[src/hdl/cilvt_pkg.sv]
// shared types and codes for the can id last value table
package cilvt_pkg;

  localparam int ID_W   = 29;
  localparam int PL_W   = 64;
  localparam int STAT_W = 2;
  localparam int SLOT_OUT_W  = 4;
  localparam int COUNT_OUT_W = 5;
  localparam int ADDR_MAX_W  = 8;

  localparam logic [STAT_W-1:0] STAT_UPDATED  = 2'd0;
  localparam logic [STAT_W-1:0] STAT_INSERTED = 2'd1;
  localparam logic [STAT_W-1:0] STAT_FULL     = 2'd2;

  typedef enum logic [1:0] {
    ST_IDLE,
    ST_SCAN,
    ST_MISS,
    ST_DONE
  } state_t;

  typedef struct packed {
    logic                  id_en;
    logic                  pl_en;
    logic [ADDR_MAX_W-1:0] addr;
    logic [ID_W-1:0]       id;
    logic [PL_W-1:0]       pl;
  } mem_wr_t;

endpackage

[src/hdl/can_id_last_value_table_top.sv]
// top level of the can id last value table
//
// in channel: in_valid/in_ready carry one request (can_id, payload).
// out channel: out_valid/out_ready carry one result (status, slot, entry_count).
// every request gives exactly one result.
// the identifier is compared against the filled slots one per cycle through
// a single comparator fed by the registered read port of the identifier ram.
// a request passes an accept state, then a scan state that checks the filled
// slots up to the first match (no scan when the table is empty), a decide
// state on a miss and a state that loads the result register.
// in_ready is high only while the sequencer is idle; a finished result waits
// in the output register so the next request can be taken and scanned, and
// the sequencer holds before its own result load while out_ready stays low.
// reset (rst, synchronous) empties the table by clearing the fill count;
// slot contents are not cleared and are only read below the fill count.
module can_id_last_value_table_top import cilvt_pkg::*; #(
  parameter int TABLE_SLOTS = 16
) (
  input  logic                   clk,
  input  logic                   rst,
  input  logic                   in_valid,
  output logic                   in_ready,
  input  logic [ID_W-1:0]        can_id,
  input  logic [PL_W-1:0]        payload,
  output logic                   out_valid,
  input  logic                   out_ready,
  output logic [STAT_W-1:0]      status,
  output logic [SLOT_OUT_W-1:0]  slot,
  output logic [COUNT_OUT_W-1:0] entry_count
);

  localparam int SLOT_W = $clog2((TABLE_SLOTS > 1) ? TABLE_SLOTS : 2);

  mem_wr_t           wr;
  logic [SLOT_W-1:0] rd_addr;
  logic [ID_W-1:0]   rd_id;

  cilvt_ctrl #(.SLOTS(TABLE_SLOTS)) u_ctrl (
    .clk         (clk),
    .rst         (rst),
    .in_valid    (in_valid),
    .in_ready    (in_ready),
    .can_id      (can_id),
    .payload     (payload),
    .out_valid   (out_valid),
    .out_ready   (out_ready),
    .status      (status),
    .slot        (slot),
    .entry_count (entry_count),
    .wr          (wr),
    .rd_addr     (rd_addr),
    .rd_id       (rd_id)
  );

  cilvt_mem #(.SLOTS(TABLE_SLOTS)) u_mem (
    .clk     (clk),
    .wr      (wr),
    .rd_addr (rd_addr),
    .rd_id   (rd_id)
  );

endmodule

[src/hdl/cilvt_mem.sv]
// identifier and payload storage with a registered identifier read port
module cilvt_mem import cilvt_pkg::*; #(
  parameter int SLOTS = 16,
  localparam int SLOT_W = $clog2((SLOTS > 1) ? SLOTS : 2)
) (
  input  logic              clk,
  input  mem_wr_t           wr,
  input  logic [SLOT_W-1:0] rd_addr,
  output logic [ID_W-1:0]   rd_id
);

  logic [ID_W-1:0] id_mem [SLOTS];
  logic [PL_W-1:0] pl_mem [SLOTS];

  always_ff @(posedge clk) begin
    if (wr.id_en) begin
      id_mem[wr.addr[SLOT_W-1:0]] <= wr.id;
    end
    if (wr.pl_en) begin
      pl_mem[wr.addr[SLOT_W-1:0]] <= wr.pl;
    end
    rd_id <= id_mem[rd_addr];
  end

endmodule

[src/hdl/cilvt_ctrl.sv]
// scan sequencer with the shared identifier compare and the result register
module cilvt_ctrl import cilvt_pkg::*; #(
  parameter int SLOTS = 16,
  localparam int SLOT_W = $clog2((SLOTS > 1) ? SLOTS : 2),
  localparam int CNT_W  = $clog2(SLOTS + 1)
) (
  input  logic                   clk,
  input  logic                   rst,
  input  logic                   in_valid,
  output logic                   in_ready,
  input  logic [ID_W-1:0]        can_id,
  input  logic [PL_W-1:0]        payload,
  output logic                   out_valid,
  input  logic                   out_ready,
  output logic [STAT_W-1:0]      status,
  output logic [SLOT_OUT_W-1:0]  slot,
  output logic [COUNT_OUT_W-1:0] entry_count,
  output mem_wr_t                wr,
  output logic [SLOT_W-1:0]      rd_addr,
  input  logic [ID_W-1:0]        rd_id
);

  localparam logic [CNT_W:0] SLOTS_C = (CNT_W + 1)'(SLOTS);

  state_t            state, state_next;
  logic [ID_W-1:0]   id_r;
  logic [PL_W-1:0]   pl_r;
  logic [SLOT_W-1:0] scan_idx;
  logic [CNT_W-1:0]  fill;
  logic [STAT_W-1:0] res_status;
  logic [SLOT_W-1:0] res_slot;
  logic              hit;
  logic              last;
  logic              room;
  logic              out_free;
  logic [31:0]       slot_ext;
  logic [31:0]       cnt_ext;

  assign hit      = (rd_id == id_r);
  assign last     = ((CNT_W + 1)'(scan_idx) + 1'b1) == (CNT_W + 1)'(fill);
  assign room     = (CNT_W + 1)'(fill) < SLOTS_C;
  assign out_free = !out_valid || out_ready;
  assign slot_ext = 32'(res_slot);
  assign cnt_ext  = 32'(fill);

  always_ff @(posedge clk) begin
    if (rst) begin
      state <= ST_IDLE;
    end else begin
      state <= state_next;
    end
  end

  always_comb begin
    state_next = state;
    in_ready   = 1'b0;
    rd_addr    = scan_idx + 1'b1;
    wr         = '0;
    wr.id      = id_r;
    wr.pl      = pl_r;
    case (state)
      ST_IDLE: begin
        in_ready = !rst;
        rd_addr  = '0;
        if (in_valid) begin
          state_next = (fill == '0) ? ST_MISS : ST_SCAN;
        end
      end
      ST_SCAN: begin
        if (hit) begin
          wr.pl_en   = 1'b1;
          wr.addr    = ADDR_MAX_W'(scan_idx);
          state_next = ST_DONE;
        end else if (last) begin
          state_next = ST_MISS;
        end
      end
      ST_MISS: begin
        if (room) begin
          wr.id_en = 1'b1;
          wr.pl_en = 1'b1;
          wr.addr  = ADDR_MAX_W'(fill[SLOT_W-1:0]);
        end
        state_next = ST_DONE;
      end
      ST_DONE: begin
        if (out_free) begin
          state_next = ST_IDLE;
        end
      end
      default: begin
        state_next = ST_IDLE;
      end
    endcase
  end

  always_ff @(posedge clk) begin
    if (rst) begin
      fill      <= '0;
      out_valid <= 1'b0;
    end else begin
      if ((state == ST_DONE) && out_free) begin
        out_valid <= 1'b1;
      end else if (out_ready) begin
        out_valid <= 1'b0;
      end
      if ((state == ST_MISS) && room) begin
        fill <= fill + 1'b1;
      end
    end
  end

  always_ff @(posedge clk) begin
    case (state)
      ST_IDLE: begin
        id_r     <= can_id;
        pl_r     <= payload;
        scan_idx <= '0;
      end
      ST_SCAN: begin
        scan_idx <= scan_idx + 1'b1;
        if (hit) begin
          res_status <= STAT_UPDATED;
          res_slot   <= scan_idx;
        end
      end
      ST_MISS: begin
        if (room) begin
          res_status <= STAT_INSERTED;
          res_slot   <= fill[SLOT_W-1:0];
        end else begin
          res_status <= STAT_FULL;
          res_slot   <= '0;
        end
      end
      ST_DONE: begin
        if (out_free) begin
          status      <= res_status;
          slot        <= slot_ext[SLOT_OUT_W-1:0];
          entry_count <= cnt_ext[COUNT_OUT_W-1:0];
        end
      end
      default: begin
      end
    endcase
  end

endmodule

[config.mk]
export PLATFORM = sky130hd
export DESIGN_NAME = can_id_last_value_table_top
export DESIGN_NICKNAME = d
export VERILOG_FILES = /design/src/hdl/cilvt_pkg.sv /design/src/hdl/can_id_last_value_table_top.sv /design/src/hdl/cilvt_mem.sv /design/src/hdl/cilvt_ctrl.sv
export SDC_FILE = /design/constraint.sdc
export NUM_CORES = 1
export LEC_CHECK = 0
export BUFFER_PORTS_ARGS = -buffer_cell sky130_fd_sc_hd__buf_4
export CAP_MARGIN = 5
export CELL_PAD_IN_SITES_DETAIL_PLACEMENT = 1
export CELL_PAD_IN_SITES_GLOBAL_PLACEMENT = 1
export CORE_MARGIN = 4
export CORE_UTILIZATION = 40
export CTS_CLUSTER_SIZE = 14
export DETAILED_ROUTE_END_ITERATION = 10
export GPL_ROUTABILITY_DRIVEN = 0
export PLACE_DENSITY_LB_ADDON = 0.1
export SLEW_MARGIN = 20
export SYNTH_ARGS = -nofsm -noshare
export SYNTH_HDL_FRONTEND = slang
export SYNTH_SLANG_ARGS = --single-unit
[constraint.sdc]
create_clock -name clk -period 9.1 [get_ports clk]
set_clock_uncertainty 0.05 [all_clocks]
set_input_delay 2.73 -clock clk [delete_from_list [all_inputs] [get_ports clk]]
set_output_delay 2.73 -clock clk [all_outputs]
set_load 0.05 [all_outputs]
After elaboration in Yosys (flattened, before gate mapping)
Memory sizes are Yosys's and may differ from the RTL's. A register that Yosys moved wholly into a read port is not among the register bits. Index checks and enable logic that the tools add are counted.

Add/sub/neg operators: 3. Magnitude comparators: 1. Equal/unequal tests: 9. Mux-type cells: 23. Reductions and logical operators: 13.

Operators by type and width (number): $eq 29x29->1 (1); $pmux 4 s2 (3); $mux 4 (4); $mux 2 (7); $mux 10 (1); $pmux 2 s4 (1); $eq 6x5->1 (1); $mux 1 (6); $reduce_bool 2->1 (3); $add 4x1->5 const B (1); $add 5x1->5 const B (1); $logic_not 5->1 (1); $lt 5x5->1 const B (1); $add 4x1->4 const B (1); $eq 2x2->1 const B (2); $ne 2x1->1 const B (2); $pmux 2 s2 (1); $reduce_and 2->1 (2); $ne 3x1->1 const B (1); $reduce_and 3->1 (1); $eq 2x1->1 const B (1); $logic_and 1x1->1 (2); $logic_not 1->1 (2); $logic_not 2->1 (1); other kinds (2) (2).

Bits in registers: 58. Memory bits (writable): 464. Input bits: 97. Output and inout port bits: 13. Logic and storage cells: 60. Memories: 1.

Memories: u_mem.id_mem (depth 16, width 29, read ports 1, clocked after memory_dff 1, wr ports 1, RTL line cilvt_mem.sv:12) `logic [ID_W-1:0] id_mem [SLOTS];`.

Logic depth before layout (Yosys ltp)
Depth in word-level cells: 5. Gate-level depth with buffers: 10. Depth with buffers taken out: 9.

Hierarchy
From an unflattened synthesis, not the netlist that was laid out.

Cell total of the unflattened synthesis: 1025. Area, all modules: 22554.1 sq um.

By module, submodules not included: cilvt_mem (times used 1, cells each 761, area each 18032.3 sq um, seq. area each 14513.9 sq um); cilvt_ctrl (times used 1, cells each 264, area each 4521.8 sq um, seq. area each 3583.4 sq um).

Least setup slack after synthesis
OpenSTA, ideal clock, no wires.

Kind: input port to output port. From: in rst. To: out in_ready. Arrival: 3.574 ns. Data required time: 6.320 ns. Slack: 2.746 ns. Stages on the path: 2. Buffers on the path: 1. Cells stage by stage: clkbuf_1 -> nor2_1.

Longest elaborated chain between the ends: 2.

Ends and longest elaborated chain: from (decl) (RTL line can_id_last_value_table_top.sv:20) `input logic rst,`; $logic_not 1->1 (RTL line cilvt_ctrl.sv:63) `in_ready = !rst;`; $mux 1 (RTL line cilvt_ctrl.sv:61) `case (state)`; to (decl) (RTL line can_id_last_value_table_top.sv:22) `output logic in_ready,`.

Every way passes these cells.

Worst setup path after layout
Same ends and word-level chain as after synthesis.

==> flow_summary.json <==
{
  "status": "finished, final reports clean",
  "cts_hold_buf": 0,
  "routed_wl_mm": 52.3,
  "synth_area_mm2": 0.0215,
  "cts_buffer_depth": 3,
  "cts_tree": "built",
  "rows": 84,
  "diodes": 0,
  "drive_gt1_share_pct": 16.0,
  "grt_pass1_wl_mm": 77.5,
  "cp.depth": 3,
  "slew_viol_final": 0,
  "setup_violations": 0,
  "antenna_found_initial": 0,
  "rsz0062_at_grt": "false",
  "cts-root-buf": "clkbuf_16",
  "critPathMaxStageDelay_ns": 0.21,
  "cpMostUsedCell": "buf_4",
  "ctsResizeCount": 0,
  "detail_route.iter0.violations": 638,
  "post-route-period-util_pct": 65.6,
  "clk_pin_slew_worst_paths_ns": 0.06,
  "syn_area_per_cell_um2": 16.8,
  "first_global_vias": 11800,
  "worst_path_max_delay_cell": "buf_4",
  "fin_hold_ws_ns": 0.369,
  "die_area_mm2": 0.0576,
  "ff_latch_area_mm2": 0.0162,
  "critical_path_buf_inv_count": 2,
  "clock_latency_ns": 0.62,
  "dp_hpwl_mm": 26.4,
  "fmax_mhz": 168,
  "ys_ff_latch": 551,
  "fin_nets": 1444,
  "cts_htree_levels": 2,
  "grt_max_degree": 67,
  "fp.dieW_um": 240,
  "setup_tns_ns": 0,
  "cp_data_required_time_ns": 6.32,
  "cp-endpoint": "in_ready",
  "drc": 0,
  "critPathTopFamily": "buffers and inverters",
  "n_fill_cell": 5015,
  "cp_max_fo": 10,
  "grt.total_usage_pct": 18.3,
  "r2r_cells": 7,
  "setup_ws_ns": 3.13,
  "port_buffers": 45,
  "whs_path_depth": 0,
  "drtPass1Iterations": 5,
  "r2r-start": "u_ctrl.id_r[0]$_DFFE_PP_",
  "synth-seq-area-share_pct": 75.2,
  "pin_count": 110,
  "period_needed_ns": 5.97,
  "wl_per_cell_um": 25.2,
  "gr-total-overflow": 0,
  "synth_top_area_share_pct": 71.7,
  "place_area_mm2": 0.0228,
  "final_common_cell": "edfxtp_1",
  "reg2reg_slack_ns": 4.54,
  "slew_headroom_pct": 36.5,
  "core_mm2": 0.0529,
  "vias": 11300,
  "synth_nets": 1382,
  "start_util_pct": 40.7,
  "powerDensity_mw_per_mm2": 329,
  "hold_violations": 0,
  "final_cell_mix": "edfxtp_1 (514), nand2_1 (124), mux2i_1 (113)",
  "worstPathArrival_ns": 3.19,
  "crit_chain": "buf_4, nor2_1, buf_4",
  "tightest_slew_ns": 0.952,
  "ys_types": 55,
  "areaGrowthSynthToFinish_pct": 14.7,
  "crit_path_start_kind": "input port",
  "numCtsBuffers": 58,
  "yosys.area.top_type": "edfxtp_1",
  "cts_sinks": 551,
  "crit_start": "rst",
  "p_leak_nw": 7.96,
  "crit_path_end_kind": "primary output",
  "cts_setup_buffers": 0,
  "netlist_instances": 1278,
  "die_height_um": 240,
  "cap_violations": 0,
  "synth.top_cells.by_area": "edfxtp_1 (72%), mux2i_1 (5.3%), dfxtp_1 (3.4%)",
  "viasPerCell": 5.42,
  "ant_nets": 0,
  "hold_class": "flop to flop",
  "ir_worst_vdd_v": 0.000172,
  "regToRegEndpoint": "u_mem.id_mem[13][3]$_DFFE_PP_",
  "pre_cts_ws_ns": 3.13,
  "crit_type": "input port to primary output",
  "multi_input_area_mm2": 0.00516,
  "synth_warnings": 0,
  "fin_area_mm2": 0.0247
}
-- synth_stat cells, drive strengths merged --
cell type  count
a2111oi        1
a211o          1
a211oi        88
a21oi         37
a221oi         1
a2bb2oi        1
a311oi        29
a31oi         29
a41o           1
a41oi          2
and2           3
and3           1
and4           3
buf           29
clkbuf        42
clkinv         3
dfxtp         37
edfxtp       514
ha             7
inv           11
mux2i        113
mux4          31
nand2        126
nand2b         1
nand3          5
nand3b         1
nand4          4
nor2          26
nor2b         58
nor3           6
nor4           7
o2111ai        1
o211ai         1
o21a           1
o21ai          8
o21ba          1
o221ai         3
o22ai          2
o32a           1
o41ai          2
or3            3
or3b           1
xnor2          8
xor2          28
-- kinds of logic after synthesis --
family / synth area share [%]
DFF: 75.2
AOI/OAI and AO/OA: 7.03
xor gates and xnor gates: 1.46
buffers and inverters: 1.69
muxes: 8.50
and+or+nand+nor: 5.76
adders and majority gates: 0.407
-- through the flow --
stage	utilization, %	std cells	total power, mW
after floorplan	-	1278	5.13
after global placement	43.1	1968	5.86
after detailed placement	43.1	1968	5.90
after CTS	46.7	2078	8.26
after global routing	46.7	2078	8.57
final	46.7	2078	8.13
-- worst min path at each step --
stage | startpoint | end | slack (ns)
2_1_floorplan | u_ctrl.res_slot[0]$_DFFE_PP_ | u_ctrl.slot[0]$_DFFE_PP_ | 0.35
3_3_place_gp | u_ctrl.res_slot[1]$_DFFE_PP_ | u_ctrl.slot[1]$_DFFE_PP_ | 0.35
3_5_place_dp | u_ctrl.res_slot[1]$_DFFE_PP_ | u_ctrl.slot[1]$_DFFE_PP_ | 0.36
4_1_cts | u_ctrl.res_slot[1]$_DFFE_PP_ | u_ctrl.slot[1]$_DFFE_PP_ | 0.37
6_report | u_ctrl.res_slot[1]$_DFFE_PP_ | u_ctrl.slot[1]$_DFFE_PP_ | 0.37
5_1_grt | u_ctrl.res_slot[1]$_DFFE_PP_ | u_ctrl.slot[1]$_DFFE_PP_ | 0.38
-- per-layer routing --
metal	up-vias	global-route usage, %	wire [µm]
met5	-	0	0
met4	0	4.42	1030
met3	74	2.89	1400
met2	144	31.3	26100
met1	5886	24.9	23800
li1	5156	-	-
-- sequential cells by signal, indices dropped and copies added, names as in the netlist, 4 cells and up --
name / cells
u_ctrl.id_r: 29
u_ctrl.scan_idx: 4
u_mem.id_mem: 464
u_ctrl.entry_count: 5
u_ctrl.slot: 4
u_mem.rd_id: 29
u_ctrl.fill: 5
u_ctrl.res_slot: 4
-- area by class of cell --
type	instances	area share (%)
multi-input cells	642	20.9
well taps	688	3.49
repair buffers	73	2.22
flip-flops and latches	551	65.5
clock inverters	24	0.917
clock buffers	86	6.76
inverters	14	0.213
-- where the power goes --
| part | internal, mW | leakage [nW] | switching [mW] |
|---|---|---|---|
| combinational | 0.817 | 2.05 | 1.42 |
| sequential | 3.27 | 4.98 | 0.293 |
| clock | 1.38 | 0.931 | 0.956 |
(Power assumes the default switching activity.)
